### config.mk
export PLATFORM = sky130hd
export DESIGN_NAME = toy_language_tokenizer_top
export DESIGN_NICKNAME = d
export VERILOG_FILES = /design/src/rtl/tlt_pkg.sv /design/src/rtl/toy_language_tokenizer_top.sv
export SDC_FILE = /design/constraint.sdc
export NUM_CORES = 1
export LEC_CHECK = 0
export ABC_AREA = 1
export BUFFER_PORTS_ARGS = -buffer_cell sky130_fd_sc_hd__buf_2
export CAP_MARGIN = 0
export CORE_MARGIN = 2
export CORE_UTILIZATION = 37
export CTS_CLUSTER_SIZE = 12
export DETAILED_ROUTE_END_ITERATION = 8
export HOLD_SLACK_MARGIN = 0.12
export PLACE_DENSITY_LB_ADDON = 0.3
export SLEW_MARGIN = 15
export SYNTH_ARGS = -nofsm -noshare
export SYNTH_HDL_FRONTEND = slang
export SYNTH_SLANG_ARGS = --single-unit
### constraint.sdc
create_clock -name clock -period 6.4 [get_ports clock]
set_input_delay 1.28 -clock clock [delete_from_list [all_inputs] [get_ports clock]]
set_output_delay 1.28 -clock clock [all_outputs]
set_load 0.02 [all_outputs]
### src/rtl/tlt_pkg.sv
// ----------------------------------------------------------------------------
// Toy language tokenizer package
// Token kind codes, scanner mode codes, keyword spellings and character
// class helpers shared by the tokenizer.
// ----------------------------------------------------------------------------
package tlt_pkg;

   localparam int KEYWORD_CHARS_DEF = 5;
   localparam int LENGTH_BITS_DEF   = 16;
   localparam int POSITION_BITS_DEF = 32;

   localparam int KIND_W       = 5;
   localparam int NUM_KEYWORDS = 8;
   localparam int KW_TEXT_W    = 40;

   typedef logic [KIND_W-1:0] kind_type;
   typedef logic [1:0]        mode_type;

   // Token kinds.
   localparam kind_type KIND_ASSIGN   = 5'd0;
   localparam kind_type KIND_SEMI     = 5'd1;
   localparam kind_type KIND_PLUS     = 5'd2;
   localparam kind_type KIND_MINUS    = 5'd3;
   localparam kind_type KIND_STAR     = 5'd4;
   localparam kind_type KIND_SLASH    = 5'd5;
   localparam kind_type KIND_OROR     = 5'd6;
   localparam kind_type KIND_ANDAND   = 5'd7;
   localparam kind_type KIND_NE       = 5'd8;
   localparam kind_type KIND_NOT      = 5'd9;
   localparam kind_type KIND_LE       = 5'd10;
   localparam kind_type KIND_GE       = 5'd11;
   localparam kind_type KIND_LT       = 5'd12;
   localparam kind_type KIND_GT       = 5'd13;
   localparam kind_type KIND_EQ       = 5'd14;
   localparam kind_type KIND_KEYWORD0 = 5'd15;
   localparam kind_type KIND_IDENT    = 5'd23;
   localparam kind_type KIND_NUMBER   = 5'd24;
   localparam kind_type KIND_END      = 5'd25;
   localparam kind_type KIND_ERROR    = 5'd26;

   // Scanner modes.
   localparam mode_type MODE_IDLE   = 2'd0;
   localparam mode_type MODE_OPER   = 2'd1;
   localparam mode_type MODE_IDENT  = 2'd2;
   localparam mode_type MODE_NUMBER = 2'd3;

   // Keyword spelling, first character in the lowest byte.
   function automatic logic [KW_TEXT_W-1:0] kw_text(input logic [2:0] k);
      logic [KW_TEXT_W-1:0] t;
      unique case (k)
         3'd0:    t = {8'h00, 8'h00, "r", "a", "v"};
         3'd1:    t = {8'h00, "e", "u", "r", "t"};
         3'd2:    t = {"e", "s", "l", "a", "f"};
         3'd3:    t = {8'h00, 8'h00, 8'h00, "f", "i"};
         3'd4:    t = {8'h00, "n", "e", "h", "t"};
         3'd5:    t = {8'h00, "e", "s", "l", "e"};
         3'd6:    t = {"e", "l", "i", "h", "w"};
         default: t = {8'h00, 8'h00, 8'h00, "o", "d"};
      endcase
      return t;
   endfunction

   function automatic logic [2:0] kw_len(input logic [2:0] k);
      logic [2:0] n;
      unique case (k)
         3'd0, 3'd7:       n = 3'd2;
         3'd3:             n = 3'd2;
         3'd2, 3'd6:       n = 3'd5;
         default:          n = 3'd4;
      endcase
      // "var" is the one three-letter keyword.
      if (k == 3'd0) n = 3'd3;
      return n;
   endfunction

   function automatic logic is_alpha(input logic [7:0] b);
      return ((b >= "A") && (b <= "Z")) || ((b >= "a") && (b <= "z"));
   endfunction

   function automatic logic is_decimal(input logic [7:0] b);
      return (b >= "0") && (b <= "9");
   endfunction

endpackage

### src/rtl/toy_language_tokenizer_top.sv
// ----------------------------------------------------------------------------
// Toy language tokenizer
// Turns a byte stream of source text into kind/start/length tokens with one
// byte of lookahead for two-character operators and keyword recognition.
// ----------------------------------------------------------------------------
//  channel | dir | tdata fields (low bit first)            | tlast
//  req_    | in  | text_byte[7:0]                           | end_of_text
//  rsp_    | out | token_kind, token_start, token_length    | last_of_run
//
//  One byte is taken per cycle; its scanning and the state update happen in
//  the same cycle and its zero, one or two tokens are written into a
//  four-entry result queue, which presents one token per cycle when
//  rsp_tready is high. req_tready is high while the queue has room for two
//  tokens, so the input stalls when tokens outpace the consumer.
//  Synchronous reset returns the scanner to idle at position zero and
//  empties the queue.
module toy_language_tokenizer_top
   import tlt_pkg::*;
#(
   parameter int KEYWORD_CHARS = KEYWORD_CHARS_DEF,
   parameter int LENGTH_BITS   = LENGTH_BITS_DEF,
   parameter int POSITION_BITS = POSITION_BITS_DEF,
   localparam int TDATA_W = ((KIND_W + POSITION_BITS + LENGTH_BITS + 7) / 8) * 8
)(
   input  logic               clock,
   input  logic               reset,
   input  logic               req_tvalid,
   output logic               req_tready,
   input  logic [7:0]         req_tdata,   // text_byte[7:0]
   input  logic               req_tlast,
   output logic               rsp_tvalid,
   input  logic               rsp_tready,
   output logic [TDATA_W-1:0] rsp_tdata,   // token_kind, token_start, token_length
   output logic               rsp_tlast
);

   localparam int PREFIX_W = 8 * KEYWORD_CHARS;

   typedef struct packed {
      logic [LENGTH_BITS-1:0]   length;
      logic [POSITION_BITS-1:0] start;
      kind_type                 kind;
   } token_type;

   typedef struct packed {
      logic      last;
      token_type tok;
   } entry_type;

   // Scanner state.
   mode_type                 mode_ff, mode_in;
   logic [7:0]               pend_op_ff, pend_op_in;
   logic [PREFIX_W-1:0]      prefix_ff, prefix_in;
   logic                     kw_possible_ff, kw_possible_in;
   logic [POSITION_BITS-1:0] lex_start_ff, lex_start_in;
   logic [LENGTH_BITS-1:0]   lex_len_ff, lex_len_in;
   logic [POSITION_BITS-1:0] pos_ff, pos_in;

   // Result queue.
   entry_type  queue_ff [4];
   logic [1:0] wr_ptr_ff, wr_ptr_in;
   logic [1:0] rd_ptr_ff, rd_ptr_in;
   logic [2:0] count_ff, count_in;

   logic       accept;
   logic       pop;
   logic [7:0] b;
   logic       eot;

   token_type  flush_tok, fresh_tok, pair_tok, end_tok, res_a, res_b;
   logic       flush_vld, fresh_vld, res_a_vld, res_b_vld;
   kind_type   pair_kind, ident_kind, fresh_kind;
   logic       pair_hit, can_extend;
   entry_type  item0, item1;
   logic [1:0] push_n;

   assign b      = req_tdata;
   assign eot    = req_tlast;
   assign accept = req_tvalid && req_tready;
   assign pop    = rsp_tvalid && rsp_tready;

   assign req_tready = (count_ff < 3'd3);
   assign rsp_tvalid = (count_ff != 3'd0);
   assign rsp_tdata  = TDATA_W'(queue_ff[rd_ptr_ff].tok);
   assign rsp_tlast  = queue_ff[rd_ptr_ff].last;

   // Token that closes the open lexeme.
   always_comb begin
      ident_kind = KIND_IDENT;
      if (kw_possible_ff) begin
         for (int k = 0; k < NUM_KEYWORDS; k++) begin
            if ((lex_len_ff == LENGTH_BITS'(kw_len(3'(k))))
                && (prefix_ff == PREFIX_W'(kw_text(3'(k))))) begin
               ident_kind = KIND_KEYWORD0 + KIND_W'(k);
            end
         end
      end

      flush_tok.start  = lex_start_ff;
      flush_tok.length = lex_len_ff;
      flush_tok.kind   = KIND_ERROR;
      flush_vld        = 1'b1;
      unique case (mode_ff)
         MODE_OPER: begin
            flush_tok.length = LENGTH_BITS'(1);
            case (pend_op_ff)
               "!":     flush_tok.kind = KIND_NOT;
               "<":     flush_tok.kind = KIND_LT;
               ">":     flush_tok.kind = KIND_GT;
               default: flush_tok.kind = KIND_ERROR;
            endcase
         end
         MODE_IDENT:  flush_tok.kind = ident_kind;
         MODE_NUMBER: flush_tok.kind = KIND_NUMBER;
         default:     flush_vld = 1'b0;
      endcase
   end

   // Pair completion for a held operator byte.
   always_comb begin
      pair_hit  = 1'b1;
      pair_kind = KIND_ERROR;
      if ((pend_op_ff == ":") && (b == "="))      pair_kind = KIND_ASSIGN;
      else if ((pend_op_ff == "|") && (b == "|")) pair_kind = KIND_OROR;
      else if ((pend_op_ff == "&") && (b == "&")) pair_kind = KIND_ANDAND;
      else if ((pend_op_ff == "!") && (b == "=")) pair_kind = KIND_NE;
      else if ((pend_op_ff == "<") && (b == "=")) pair_kind = KIND_LE;
      else if ((pend_op_ff == ">") && (b == "=")) pair_kind = KIND_GE;
      else pair_hit = 1'b0;
      pair_tok.kind   = pair_kind;
      pair_tok.start  = lex_start_ff;
      pair_tok.length = LENGTH_BITS'(2);
   end

   // Single-byte token for a byte scanned with no lexeme open.
   always_comb begin
      fresh_vld  = 1'b1;
      fresh_kind = KIND_ERROR;
      case (b)
         ";":     fresh_kind = KIND_SEMI;
         "+":     fresh_kind = KIND_PLUS;
         "-":     fresh_kind = KIND_MINUS;
         "*":     fresh_kind = KIND_STAR;
         "/":     fresh_kind = KIND_SLASH;
         "=":     fresh_kind = KIND_EQ;
         default: begin
            if ((b == " ") || (b == 8'h09) || (b == 8'h0a) || (b == ":") || (b == "|")
                || (b == "&") || (b == "!") || (b == "<") || (b == ">")
                || is_alpha(b) || is_decimal(b)) begin
               fresh_vld = 1'b0;
            end
         end
      endcase
      fresh_tok.kind   = fresh_kind;
      fresh_tok.start  = pos_ff;
      fresh_tok.length = LENGTH_BITS'(1);

      end_tok.kind   = KIND_END;
      end_tok.start  = pos_ff;
      end_tok.length = '0;
   end

   assign can_extend = ((mode_ff == MODE_IDENT) && (is_alpha(b) || is_decimal(b) || (b == "#")))
                     || ((mode_ff == MODE_NUMBER) && (is_decimal(b) || (b == "#")));

   // Next scanner state and the tokens this byte produces.
   always_comb begin
      mode_in        = mode_ff;
      pend_op_in     = pend_op_ff;
      prefix_in      = prefix_ff;
      kw_possible_in = kw_possible_ff;
      lex_start_in   = lex_start_ff;
      lex_len_in     = lex_len_ff;
      pos_in         = pos_ff + POSITION_BITS'(1);
      res_a          = flush_tok;
      res_a_vld      = 1'b0;
      res_b          = fresh_tok;
      res_b_vld      = 1'b0;

      if (eot) begin
         res_a_vld      = flush_vld;
         res_b          = end_tok;
         res_b_vld      = 1'b1;
         mode_in        = MODE_IDLE;
         pend_op_in     = '0;
         prefix_in      = '0;
         kw_possible_in = 1'b1;
         lex_start_in   = '0;
         lex_len_in     = '0;
         pos_in         = '0;
      end else if ((mode_ff == MODE_OPER) && pair_hit) begin
         res_a     = pair_tok;
         res_a_vld = 1'b1;
         mode_in   = MODE_IDLE;
      end else if (can_extend) begin
         if (mode_ff == MODE_IDENT) begin
            if (lex_len_ff < LENGTH_BITS'(KEYWORD_CHARS)) begin
               for (int i = 0; i < KEYWORD_CHARS; i++) begin
                  if (lex_len_ff == LENGTH_BITS'(i)) prefix_in[8*i +: 8] = b;
               end
            end else begin
               kw_possible_in = 1'b0;
            end
         end
         if (lex_len_ff != {LENGTH_BITS{1'b1}}) lex_len_in = lex_len_ff + LENGTH_BITS'(1);
      end else begin
         res_a_vld = flush_vld;
         res_b_vld = fresh_vld;
         mode_in   = MODE_IDLE;
         if ((b == ":") || (b == "|") || (b == "&") || (b == "!") || (b == "<")
             || (b == ">")) begin
            mode_in      = MODE_OPER;
            pend_op_in   = b;
            lex_start_in = pos_ff;
            lex_len_in   = LENGTH_BITS'(1);
         end else if (is_alpha(b)) begin
            mode_in        = MODE_IDENT;
            prefix_in      = PREFIX_W'(b);
            kw_possible_in = 1'b1;
            lex_start_in   = pos_ff;
            lex_len_in     = LENGTH_BITS'(1);
         end else if (is_decimal(b)) begin
            mode_in        = MODE_NUMBER;
            prefix_in      = '0;
            kw_possible_in = 1'b0;
            lex_start_in   = pos_ff;
            lex_len_in     = LENGTH_BITS'(1);
         end
      end
   end

   // Pack the produced tokens to the front and mark the final one.
   always_comb begin
      item0.tok  = res_a_vld ? res_a : res_b;
      item0.last = !(res_a_vld && res_b_vld);
      item1.tok  = res_b;
      item1.last = 1'b1;
      push_n     = 2'(res_a_vld) + 2'(res_b_vld);
      if (!accept) push_n = 2'd0;
      wr_ptr_in  = wr_ptr_ff + push_n;
      rd_ptr_in  = rd_ptr_ff + 2'(pop);
      count_in   = count_ff + 3'(push_n) - 3'(pop);
   end

   always_ff @(posedge clock) begin
      if (reset) begin
         mode_ff        <= MODE_IDLE;
         pend_op_ff     <= '0;
         prefix_ff      <= '0;
         kw_possible_ff <= 1'b1;
         lex_start_ff   <= '0;
         lex_len_ff     <= '0;
         pos_ff         <= '0;
         wr_ptr_ff      <= '0;
         rd_ptr_ff      <= '0;
         count_ff       <= '0;
      end else begin
         if (accept) begin
            mode_ff        <= mode_in;
            pend_op_ff     <= pend_op_in;
            prefix_ff      <= prefix_in;
            kw_possible_ff <= kw_possible_in;
            lex_start_ff   <= lex_start_in;
            lex_len_ff     <= lex_len_in;
            pos_ff         <= pos_in;
         end
         wr_ptr_ff <= wr_ptr_in;
         rd_ptr_ff <= rd_ptr_in;
         count_ff  <= count_in;
      end
   end

   // Queue payload needs no reset.
   always_ff @(posedge clock) begin
      if (push_n != 2'd0) queue_ff[wr_ptr_ff] <= item0;
      if (push_n == 2'd2) queue_ff[wr_ptr_ff + 2'd1] <= item1;
   end

endmodule

# Word-level counts from Yosys, hierarchy flattened
# Memories as Yosys holds them, arrays and structs flattened. A register that Yosys moved wholly into a read port is not among the register bits.
# Index checks and enable logic that the tools add are counted.
[word_totals]
mem_bits_rw = 216
output_inout_bits = 59
word_cells = 251
input_bits = 13
reg_bits = 138
mem_count = 1
[mem_list]
columns = ["name", "depth", "width", "read_ports", "rd_ports_with_merged_regs", "wr", "line_no", "text"]
rows = [
  ["queue_ff", 4, 54, 1, 1, 2, "toy_language_tokenizer_top.sv:60", "entry_type queue_ff [4];"],
]
[op_classes]
addsub = 8
magnitude_cmp = 8
reduce_logical = 63
n_mux = 101
eq_ne = 56
[ops]
columns = ["operator", "n"]
rows = [
  ["40-bit two-way mux", 16],
  ["40-bit equality test", 8],
  ["32-bit two-way mux", 7],
  ["53-bit two-way mux", 3],
  ["8-bit by 6-bit equality test with 1-bit output (second input constant)", 18],
  ["16-bit two-way mux", 8],
  ["5-bit two-way mux", 15],
  ["8-bit two-way mux", 9],
  ["16-bit by 3-bit equality test with 1-bit output", 4],
  ["38-bit two-way mux", 1],
  ["7-bit AND reduction", 5],
  ["32-bit by 1-bit adder with 32-bit output (second input constant)", 1],
  ["16-bit by 2-bit equality test with 1-bit output (second input constant)", 2],
  ["5-bit case mux with 3 select lines", 2],
  ["5-bit case mux with 6 select lines", 1],
  ["1-bit two-way mux", 27],
  ["3-bit by 2-bit != test with 1-bit output (second input constant)", 9],
  ["1-bit logical AND", 23],
  ["1-bit logical OR", 20],
  ["16-bit by 1-bit adder with 16-bit output (second input constant)", 1],
  ["16-bit by 1-bit equality test with 1-bit output (second input constant)", 1],
  ["16-bit by 3-bit equality test with 1-bit output (second input constant)", 1],
  ["8-bit by 4-bit equality test with 1-bit output (second input constant)", 2],
  ["8-bit by 7-bit equality test with 1-bit output (second input constant)", 2],
  ["30 further kinds", 50],
]

# Logic depth before layout (Yosys ltp)
# Gate-level depths: netlist of run 1.
[logic_depth]
ltp_word = 21
depth_mapped = 27
ltp_nobuf = 25

# Least setup slack after synthesis of run 1
# No wires, ideal clock.
[synth_timing]
kind = "in2reg"
start = "in req_tdata[7]"
end = "mem queue_ff[0][0] (netlist name), enable pin"
path_slack_ns = 1.364
required_time_ns = 6.007
t_arrival_ns = 4.643
stages = 24
path_buffers = 1
setup_time_ns = 0.393
cell_sequence = "inv_1 -> nand2_1 -> nor2_2 -> nand2_1 -> o21ai_1 -> inv_1 -> nand2_2 -> o21ai_2 -> nand2_4 -> nand2_4 -> nand2_4 -> clkinv_2 -> buf_6 -> ha_1 -> inv_1 -> nor2_1 -> nor2_1 -> nor3_4 -> inv_2 -> nor2_2 -> nand2_2 -> inv_2 -> nor2_2 -> inv_1"
[synth_lines]
columns = ["element", "line_no", "text"]
rows = [
  ["start: declaration", "toy_language_tokenizer_top.sv:29", "input logic [7:0] req_tdata,"],
  ["end: declaration", "toy_language_tokenizer_top.sv:60", ""],
]

==> impl_metrics.tcl, run 1 <==
set metrics [dict create \
    die_area_sq_mm 0.0493 \
    grt_pass1_wl_um 84000 \
    dr.pass1.iters 5 \
    synth_edf_count 152 \
    crit_family "simple AND/OR/NAND/NOR gates" \
    swShare 0.380 \
    ys.flop_type "dfxtp_1" \
    die_w_um 222 \
    syn_to_final_growth_pct 11.7 \
    drv_cap 0 \
    yosys.area.top_type "edfxtp_1" \
    tightest_slew_ps 1170 \
    fin_crit_sh 0.789 \
    antenna_found_initial 0 \
    cpMaxStageDelayCell "buf_4" \
    critPathMostFrequentCell "inv_2" \
    setup_violations 0 \
    cts_setup_buffers 0 \
    max-slew-margin-rel 0.222 \
    synthCells 2228 \
    syn_avg_cell_area_sq_um 7.89 \
    cts_htree_levels 2 \
    clock-skew-final_ps 22.6 \
    start_kind "input port" \
    seq_area_sq_mm 0.00861 \
    ctsHoldBuffers 0 \
    yosysSeqAreaShare 0.490 \
    root_buffer "clkbuf_16" \
    ant_nets 0 \
    start_util 0.376 \
    power.density_mw_per_mm2 371 \
    cp_slowest_stage_delay_ps 510 \
    pwr-share-clk 0.305 \
    yosysMostFrequentCell "nand2_1" \
    grt_start_max_net_pins 71 \
    drive_gt1_frac 0.103 \
    busiest_layer "met2" \
    multi_input_area_sq_mm 0.00780 \
    p_switching_mw 2.76 \
    layout.nets 2269 \
    synth.area.top_cells "edfxtp_1 (26%), dfxtp_1 (23%), nand2_1 (8.4%)" \
    setup_tns_ps 0 \
    seqPwrFrac 0.390 \
    vias 15925 \
    grt_usage 0.213 \
    rows 79 \
    grt-ovfl-total 0 \
    p_leak_nw 7.02 \
    worst-setup-path-type "in -> reg" \
    cts_tree "yes" \
    async_flop_share 0 \
    grt.met1_usage 0.289 \
    timing.fmax_mhz 198 \
    netlist.area_leader.share 0.260 \
    ir_worst_vdd_mv 0.298 \
    die_h_um 222 \
    cts_sinks 354 \
    rsz0062_at_grt "false" \
    drt_iter0_markers 1511 \
    ys_types 55 \
    hold_slack_ps 453 \
    p_comb_frac 0.305 \
    postCtsResizedCells 0 \
    required_ps 6600 \
    vias_per_cell 5.52 \
    cts_buffer_depth 3 \
    place_congestion 0.949 \
    core_area_sq_mm 0.0468 \
    drc 0 \
    drv_slew 0 \
    synth.top_cells.by_count "nand2_1 (393), nor2_1 (338), o21ai_0 (203)" \
    worst-path-buf-inv 9 \
    syn-cell-area_sq_mm 0.0176 \
    fin_crit_ps 5050 \
    cts-buffers-inserted 41 \
    clock_latency_ps 590 \
    num_antenna_cells 0 \
    worstPathMaxFanout 39 \
    groute.layer.met3.usage 0.0384 \
    arrival_ps 5250 \
    yosys_warnings 0 \
    ioPinCount 72 \
    io_buffers 68 \
    crit_chain "buf_2, inv_2, nand2_1, nor2_1, o21ai_1, inv_1, nand2_2, o21ai_2, nand2_4, nand2_4, inv_2, nor3_1, ha_1, inv_1, nor2_1, nor2_1, nor3_4, inv_2, nor2_2, nand2_2, inv_2, nor2_2, inv_1, buf_4" \
    p_int_mw 4.52 \
    status "completed" \
    hold_violations 0 \
    wl_per_cell_um 18.4 \
    dpl.hpwl_um 33400 \
    ys_ff_latch 354 \
    wl_um 53200 \
    min_path_type "reg -> reg" \
    first_global_vias 15118 \
    clkTransAtPathRegs_ps 60 \
    fill_cells 4690 \
    use_met2 0.339 \
    critPathCaptureType "flip-flop" \
]
-- layout make-up --
cell class                 count  area share
clock buffer                  56      0.0566
clock inverter                20     0.00815
tap                          607      0.0387
sequential                   354       0.438
timing repair buffer          94      0.0279
inverter                     172      0.0331
multi-input combinational   1581       0.397
-- cell usage in the layout, fill, tap and decap left out, types with 4 or more instances in the layout --
master | netlist | final
a211oi_1 | 6 | 6
a21oi_1 | 94 | 94
a22o_1 | 4 | 4
buf_2 | 18 | 68
buf_4 | 6 | 25
clkbuf_1 | 93 | 12
clkbuf_16 | 0 | 41
clkinv_1 | 7 | 12
clkinv_2 | 1 | 9
dfxtp_1 | 202 | 201
edfxtp_1 | 152 | 152
ha_1 | 11 | 11
inv_1 | 151 | 151
inv_2 | 12 | 12
nand2_1 | 393 | 392
nand2_2 | 6 | 7
nand2_4 | 5 | 5
nand3_1 | 114 | 114
nand4_1 | 25 | 25
nor2_1 | 338 | 338
nor2_2 | 6 | 6
nor2_4 | 6 | 6
nor3_1 | 62 | 62
nor3_4 | 3 | 4
nor4_1 | 10 | 10
o21ai_0 | 203 | 202
o21ai_1 | 23 | 24
o21ai_2 | 31 | 31
o22ai_1 | 190 | 190
xnor2_1 | 6 | 6
xor2_1 | 11 | 11
-- per-layer routing --
metal / vias to the layer above / routed length [um]
met5: - / 0
met4: 0 / 1640
met3: 109 / 4110
met2: 617 / 23800
met1: 7490 / 23700
li1: 7709 / -
-- registers in the layout, indices dropped and copies added, names as in the netlist --
name	flops
pend_op_ff	8
count_ff	3
queue_ff	216
pos_ff	32
kw_possible_ff	1
prefix_ff	40
lex_len_ff	16
wr_ptr_ff	2
rd_ptr_ff	2
lex_start_ff	32
mode_ff	2
-- power groups by stage --
stage                     Sequential (mW)  Clock, mW  Combinational (mW)
after floorplan                      2.82          0                1.55
after global routing                 2.87       2.34                2.43
after global placement               2.88          0                2.19
final                                2.84       2.22                2.22
after detailed placement             2.88          0                2.22
after CTS                            2.84       2.26                2.22
-- final timing paths --
path	cells after the start	slack [ps]	startpoint	to
worst min register to register	2	450	queue_ff[1][52]	queue_ff[1][52]
worst max-delay path	24	1350	req_tdata[2]	queue_ff[0][30]
worst max register to register	19	2150	pend_op_ff[3]	queue_ff[0][30]
worst min-delay path	2	450	queue_ff[1][52]	queue_ff[1][52]
-- worst register-to-register path, stage by stage (launching register included) --
cell and delay [ps]:
dfxtp_1 410, nand2_1 100, nor3_1 310, nand3_1 210, nand2_1 170, nand3_1 100, a21oi_1 290, nor3_1 150
ha_1 320, inv_1 70, nor2_1 200, nor2_1 130, nor3_4 270, inv_2 70, nor2_2 120, nand2_2 70
inv_2 90, nor2_2 140, inv_1 90, buf_4 510
-- per-stage QoR --
stage	worst slack, ps	total power, mW	util	std cells	instance area [sq um]
2_1_floorplan	1360	4.36	-	2230	17600
3_3_place_gp	855	5.07	0.393	2808	18400
3_5_place_dp	810	5.10	0.393	2808	18400
4_1_cts	1420	7.31	0.420	2884	19600
5_1_grt	963	7.64	0.420	2884	19600
6_report	1350	7.28	0.420	2884	19600
-- kinds of logic (layout without fill, tap and decap cells) --
| logic type | Yosys count | in the layout | synth area share |
|---|---|---|---|
| adders and majority gates | 12 | 12 | 0.00896 |
| other | 1 | 3 | 0.000213 |
| DFF | 354 | 354 | 0.490 |
| xor gates and xnor gates | 17 | 17 | 0.00847 |
| and+or+nand+nor | 982 | 982 | 0.239 |
| buffers and inverters | 295 | 342 | 0.0679 |
| AOI/OAI and AO/OA | 567 | 567 | 0.186 |
Note: power is estimated with default switching activity, not from simulation.
==> inputs of run 2 (changes only) <==
--- a/config.mk
+++ b/config.mk
@@ -5,7 +5,7 @@
 export SDC_FILE = /design/constraint.sdc
 export NUM_CORES = 1
 export LEC_CHECK = 0
-export ABC_AREA = 1
+export ABC_AREA = 0
 export BUFFER_PORTS_ARGS = -buffer_cell sky130_fd_sc_hd__buf_2
 export CAP_MARGIN = 0
 export CORE_MARGIN = 2
==> constraint.sdc (replaced) <==
create_clock -name clock -period 4.5 [get_ports clock]
set_input_delay 0.9 -clock clock [delete_from_list [all_inputs] [get_ports clock]]
set_output_delay 0.9 -clock clock [all_outputs]
set_load 0.02 [all_outputs]
==> run 2 against run 1 <==
Against the previous run: clock skew increased by 13 ps; sequential share of layout area is 0.16 points higher; register-to-register slack worse by 1300 ps; flip-flop and latch count did not move; critical endpoint is now count_ff[2]; largest cell class unchanged; largest power group unchanged.
==> impl_metrics.tcl, run 2 <==
set metrics [dict create \
    status "completed" \
    p_int_mw 6.29 \
    start_kind "input port" \
    dpl.hpwl_um 30500 \
    crit_chain "buf_2, inv_1, a32oi_1, a21boi_0, nand2_1, a21oi_1, nor3_1, nor3_1, ha_1, and3_1, inv_1, ha_1, inv_1, ha_1, inv_1, fa_1, xnor2_1, xnor2_1, nor2_1" \
    cts_tree "yes" \
    cts_sinks 354 \
    cts_buffer_depth 3 \
    rr_startpoint "mode_ff[0]" \
    vias_per_cell 5.84 \
    vias 13110 \
    worst-setup-path-type "in -> reg" \
    multi_input_area_sq_mm 0.00775 \
    ir_worst_vdd_mv 0.372 \
    rr_worst_depth 15 \
    pwr-share-clk 0.387 \
    ctsHoldBuffers 0 \
    netlist.area_leader.share 0.269 \
    wl_um 47700 \
    cts_htree_levels 2 \
    critPathCaptureType "flip-flop" \
    die_h_um 218 \
    max-slew-margin-rel 0.313 \
    synth.top_cells.by_count "dfxtp_1 (202), nor2_1 (153), edfxtp_1 (152)" \
    drv_slew 0 \
    core_area_sq_mm 0.0453 \
    yosysMostFrequentCell "dfxtp_1" \
    ys_types 82 \
    grt_start_max_net_pins 59 \
    syn-cell-area_sq_mm 0.0170 \
    worst-path-buf-inv 5 \
    io_buffers 68 \
    first_global_vias 12816 \
    p_comb_frac 0.193 \
    yosys_warnings 0 \
    yosysSeqAreaShare 0.507 \
    clkTransAtPathRegs_ps 60 \
    setup_tns_ps 0 \
    layout.nets 1637 \
    cp-startpoint "req_tdata[3]" \
    die_area_sq_mm 0.0476 \
    path_depth 19 \
    wl_per_cell_um 21.3 \
    min_from "queue_ff[0][38]" \
    num_antenna_cells 0 \
    fin_crit_sh 0.862 \
    fin_cells 2246 \
    drc 0 \
    final_common_cell "dfxtp_1" \
    worstHoldPathCells 2 \
    place_congestion 0.877 \
    worstPathMaxFanout 16 \
    synth_edf_count 152 \
    rsz0062_at_grt "false" \
    top_register "queue_ff" \
    largest_reg_flops 216 \
    die_w_um 218 \
    fin_crit_ps 3880 \
    cts-buffers-inserted 42 \
    arrival_ps 4310 \
    clock_latency_ps 590 \
    drv_cap 0 \
    postCtsResizedCells 0 \
    async_flop_share 0 \
    ant_nets 0 \
    cts_setup_buffers 0 \
    largest_registers "queue_ff: 216 flops, prefix_ff: 40 flops" \
    grt_usage 0.201 \
    p_switching_mw 2.64 \
    timing.fmax_mhz 258 \
    dp_cells 2168 \
    cp_slowest_stage_delay_ps 370 \
    antenna_found_initial 0 \
    min_path_type "reg -> reg" \
    swShare 0.296 \
    seqPwrFrac 0.420 \
    root_buffer "clkbuf_16" \
    hold_violations 0 \
    power.density_mw_per_mm2 456 \
    grt-ovfl-total 0 \
    clock-skew-final_ps 35.6 \
    syn_avg_cell_area_sq_um 10.8 \
    ys.flop_type "dfxtp_1" \
    drive_gt1_frac 0.174 \
    critPathMostFrequentCell "inv_1" \
    drt_iter0_markers 1148 \
    most-common-layout-cells "dfxtp_1 (200), edfxtp_1 (152), nor2_1 (149)" \
    tightest_slew_ps 1030 \
    yosys.area.top_type "edfxtp_1" \
    ys_ff_latch 354 \
    syn_to_final_growth_pct 15.4 \
    synth.area.top_cells "edfxtp_1 (27%), dfxtp_1 (24%), mux4_2 (7.2%)" \
    ioPinCount 72 \
    cpMaxStageDelayCell "fa_1" \
    p_leak_nw 6.82 \
    required_ps 4940 \
    crit_family "adder cells" \
    setup_violations 0 \
    synthCells 1576 \
    dr.pass1.iters 6 \
    total_power_mw 8.94 \
    fill_cells 4299 \
    seq_area_sq_mm 0.00862 \
    rows 78 \
    grt_pass1_wl_um 74500 \
    start_util 0.375 \
]
-- run 2: worst register-to-register path, stage by stage (launching register included) --
cell	delay, ps
dfxtp_1	630
nand2b_1	320
nor4_2	90
or2_2	310
nor3_1	390
ha_1	360
and3_1	200
inv_1	60
ha_1	220
inv_1	50
ha_1	120
inv_1	50
fa_1	370
xnor2_1	170
xnor2_1	140
nor2_1	50
-- run 2: path summary, 6_finish.rpt --
kind	endpoint	slack, ps
worst max-delay path	count_ff[2]	620
worst min-delay path	queue_ff[0][38]	450
worst max register to register	count_ff[2]	840
worst min register to register	queue_ff[0][38]	450
-- run 2: layout make-up --
class / instances / area share
Tap cell: 600 / 0.0383
Clock inverter: 10 / 0.00914
Clock buffer: 68 / 0.0628
Sequential cell: 354 / 0.440
Inverter: 24 / 0.00460
Timing Repair Buffer: 133 / 0.0495
Multi-Input combinational cell: 1057 / 0.396
-- run 2: per-stage QoR --
step | hold slack (ps) | instance area [sq um] | worst slack (ps) | utilization
6_report | 449 | 19600 | 622 | 0.432
3_5_place_dp | 443 | 18200 | 157 | 0.401
5_1_grt | 468 | 19600 | 369 | 0.432
2_1_floorplan | 420 | 17000 | 201 | -
4_1_cts | 451 | 19600 | 740 | 0.432
3_3_place_gp | 435 | 18200 | 223 | 0.401
-- run 2: logic make-up after synthesis --
family	after synthesis	share of synthesized area
AO/OA/AOI/OAI	372	0.161
XOR/XNOR	38	0.0196
adder cells (fa/ha/maj)	12	0.00929
buffers and inverters	167	0.0392
flip-flops	354	0.507
multiplexers	94	0.0953
other	1	0.000221
AND/OR/NAND/NOR	538	0.169
-- run 2: per-layer routing --
| metal | global-route usage | routed length (um) |
|---|---|---|
| met5 | 0 | 0 |
| met4 | 0.0621 | 1160 |
| met3 | 0.0305 | 3170 |
| met2 | 0.330 | 22600 |
| met1 | 0.274 | 20800 |
-- run 2: power groups by stage --
stage | clock network (mW) | registers [mW] | logic (mW)
finish | 3.46 | 3.75 | 1.73
global placement | 0 | 3.81 | 1.73
CTS | 3.52 | 3.76 | 1.74
detailed placement | 0 | 3.83 | 1.74
global route | 3.64 | 3.78 | 1.84
floorplan | 0 | 3.66 | 1.24
==> inputs of run 3 (changes only) <==
--- a/config.mk
+++ b/config.mk
@@ -8,7 +8,6 @@
 export ABC_AREA = 0
 export BUFFER_PORTS_ARGS = -buffer_cell sky130_fd_sc_hd__buf_2
 export CAP_MARGIN = 0
-export CORE_MARGIN = 2
 export CORE_UTILIZATION = 37
 export CTS_CLUSTER_SIZE = 12
 export DETAILED_ROUTE_END_ITERATION = 8
==> constraint.sdc (replaced) <==
create_clock -name clock -period 5 [get_ports clock]
set_input_delay 1 -clock clock [delete_from_list [all_inputs] [get_ports clock]]
set_output_delay 1 -clock clock [all_outputs]
set_load 0.02 [all_outputs]
==> run 3 against run 2 <==
Against the previous run: power shrank 13%; largest cell class unchanged; cell count shrank 0.62%; wire length shrank 0.62%; critical path type unchanged; flip-flop and latch count is the same; critical endpoint is now queue_ff[2][27]; via count shrank 0.72%; worst setup slack gained 36 ps.
==> impl_metrics.tcl, run 3 (synthesis gave the netlist of run 2 again) <==
set metrics [dict create \
    status "completed" \
    largest_reg_flops 216 \
    largest_registers "queue_ff: 216 flops, prefix_ff: 40 flops" \
    die_area_sq_mm 0.0467 \
    vias 13016 \
    drt_iter0_markers 1191 \
    first_global_vias 12723 \
    root_buffer "clkbuf_16" \
    dpl.hpwl_um 29700 \
    swShare 0.296 \
    most-common-layout-cells "dfxtp_1 (200), edfxtp_1 (152), nor2_1 (149)" \
    worst-setup-path-type "in -> reg" \
    num_antenna_cells 0 \
    syn_to_final_growth_pct 13.8 \
    dr.pass1.iters 5 \
    ctsHoldBuffers 0 \
    setup_tns_ps 0 \
    cts_tree "yes" \
    fill_cells 4278 \
    drv_slew 0 \
    crit_family "compound AO/OA/AOI/OAI gates" \
    max-slew-margin-rel 0.313 \
    min_from "queue_ff[0][38]" \
    vias_per_cell 5.83 \
    fin_crit_sh 0.868 \
    cpMaxStageDelayCell "o21ai_2" \
    grt-ovfl-total 0 \
    hold_violations 0 \
    die_h_um 216 \
    worstPathMaxFanout 18 \
    timing.fmax_mhz 230 \
    grt_start_max_net_pins 76 \
    clkTransAtPathRegs_ps 60 \
    io_buffers 68 \
    ioPinCount 72 \
    clock-skew-final_ps 32.5 \
    tightest_slew_ps 1030 \
    cts_sinks 354 \
    place_congestion 0.885 \
    cts_setup_buffers 0 \
    wl_per_cell_um 21.3 \
    seqPwrFrac 0.438 \
    critPathCaptureType "flip-flop" \
    antenna_found_initial 1 \
    p_comb_frac 0.190 \
    wl_um 47400 \
    final_util 0.427 \
    clock_latency_ps 570 \
    required_ps 5420 \
    cts_htree_levels 2 \
    grt_pass1_wl_um 73400 \
    arrival_ps 4760 \
    setup_violations 0 \
    postCtsResizedCells 0 \
    cp-startpoint "req_tdata[2]" \
    final_common_cell "dfxtp_1" \
    ir_worst_vdd_mv 0.236 \
    worst-path-buf-inv 3 \
    ant_nets 0 \
    drv_cap 0 \
    core_area_sq_mm 0.0453 \
    hold_slack_ps 447 \
    cts-buffers-inserted 40 \
    start_util 0.375 \
    crit_chain "buf_2, and4b_1, a32oi_1, a21boi_0, nand2_1, a21oi_1, nor3_1, nor3_1, ha_1, o21ai_1, buf_4, or2_2, o21ai_2, buf_12, a22o_1" \
    rsz0062_at_grt "false" \
    p_switching_mw 2.31 \
    die_w_um 216 \
    critPathMostFrequentCell "nor3_1" \
    min_path_type "reg -> reg" \
    rows 78 \
    p_int_mw 5.48 \
    grt_usage 0.201 \
    drc 0 \
    start_kind "input port" \
    pwr-share-clk 0.372 \
    cp_slowest_stage_delay_ps 690 \
    cts_buffer_depth 3 \
    fin_crit_ps 4340 \
    drive_gt1_frac 0.170 \
    p_leak_nw 6.70 \
    rr_startpoint "mode_ff[0]" \
    layout.nets 1625 \
    top_register "queue_ff" \
    power.density_mw_per_mm2 403 \
]
[run 3: cell types whose count changed in the layout (fill, tap and decap cells not counted), moves of 2 or more]
cell and change:
buf_12 -7, clkbuf_1 -7, buf_4 -3, clkbuf_16 -2
clkbuf_8 -2, clkinv_1 +2, clkinv_2 +2, clkinv_4 +2
[run 3: power groups by stage]
stage / clock network, mW / logic, mW / registers, mW
after floorplan: 0 / 1.11 / 3.30
after global placement: 0 / 1.48 / 3.47
after detailed placement: 0 / 1.48 / 3.48
after CTS: 2.97 / 1.49 / 3.42
after global routing: 3.09 / 1.57 / 3.45
final: 2.90 / 1.48 / 3.41
[run 3: final cells by class]
type	count	area, sq um	area share
clock inverter	15	164	0.00849
tap	600	751	0.0389
inverter	24	90.1	0.00466
sequential	354	8620	0.446
timing repair buffer	123	806	0.0417
multi-input combinational	1057	7750	0.401
clock buffer	59	1140	0.0589
[run 3: metrics by stage]
step / total power [mW] / instances / worst slack, ps / cell area [sq um]
finish: 7.79 / 2232 / 658 / 19300
floorplan: 4.41 / 1578 / 247 / 17000
CTS: 7.88 / 2232 / 607 / 19300
global route: 8.10 / 2232 / 517 / 19300
global placement: 4.95 / 2158 / 117 / 18000
detailed placement: 4.96 / 2158 / 39.8 / 18000
[run 3: path summary, 6_finish.rpt]
| kind | end | slack [ps] | cells after the start |
|---|---|---|---|
| worst max-delay path | queue_ff[2][27] | 660 | 15 |
| worst min-delay path | queue_ff[0][38] | 450 | 2 |
| worst max register to register | queue_ff[2][27] | 1120 | 11 |
| worst min register to register | queue_ff[0][38] | 450 | 2 |
[run 3: worst register-to-register path, cell delays in order, from the launching register on]
cell and delay, ps:
dfxtp_1 630, nand2b_1 310, nor4_2 90, or2_2 310
nor3_1 450, ha_1 280, o21ai_1 100, buf_4 160
or2_2 310, o21ai_2 690, buf_12 280, a22o_1 150
[run 3: per-layer routing]
layer  global-route usage  part of all wire  vias to the layer above
met1                0.274              0.44                     6446
met5                    0                 0                        -
met2                0.326              0.47                      425
li1                     -                 -                     6071
met3               0.0272             0.060                       74
met4               0.0700             0.024                        0
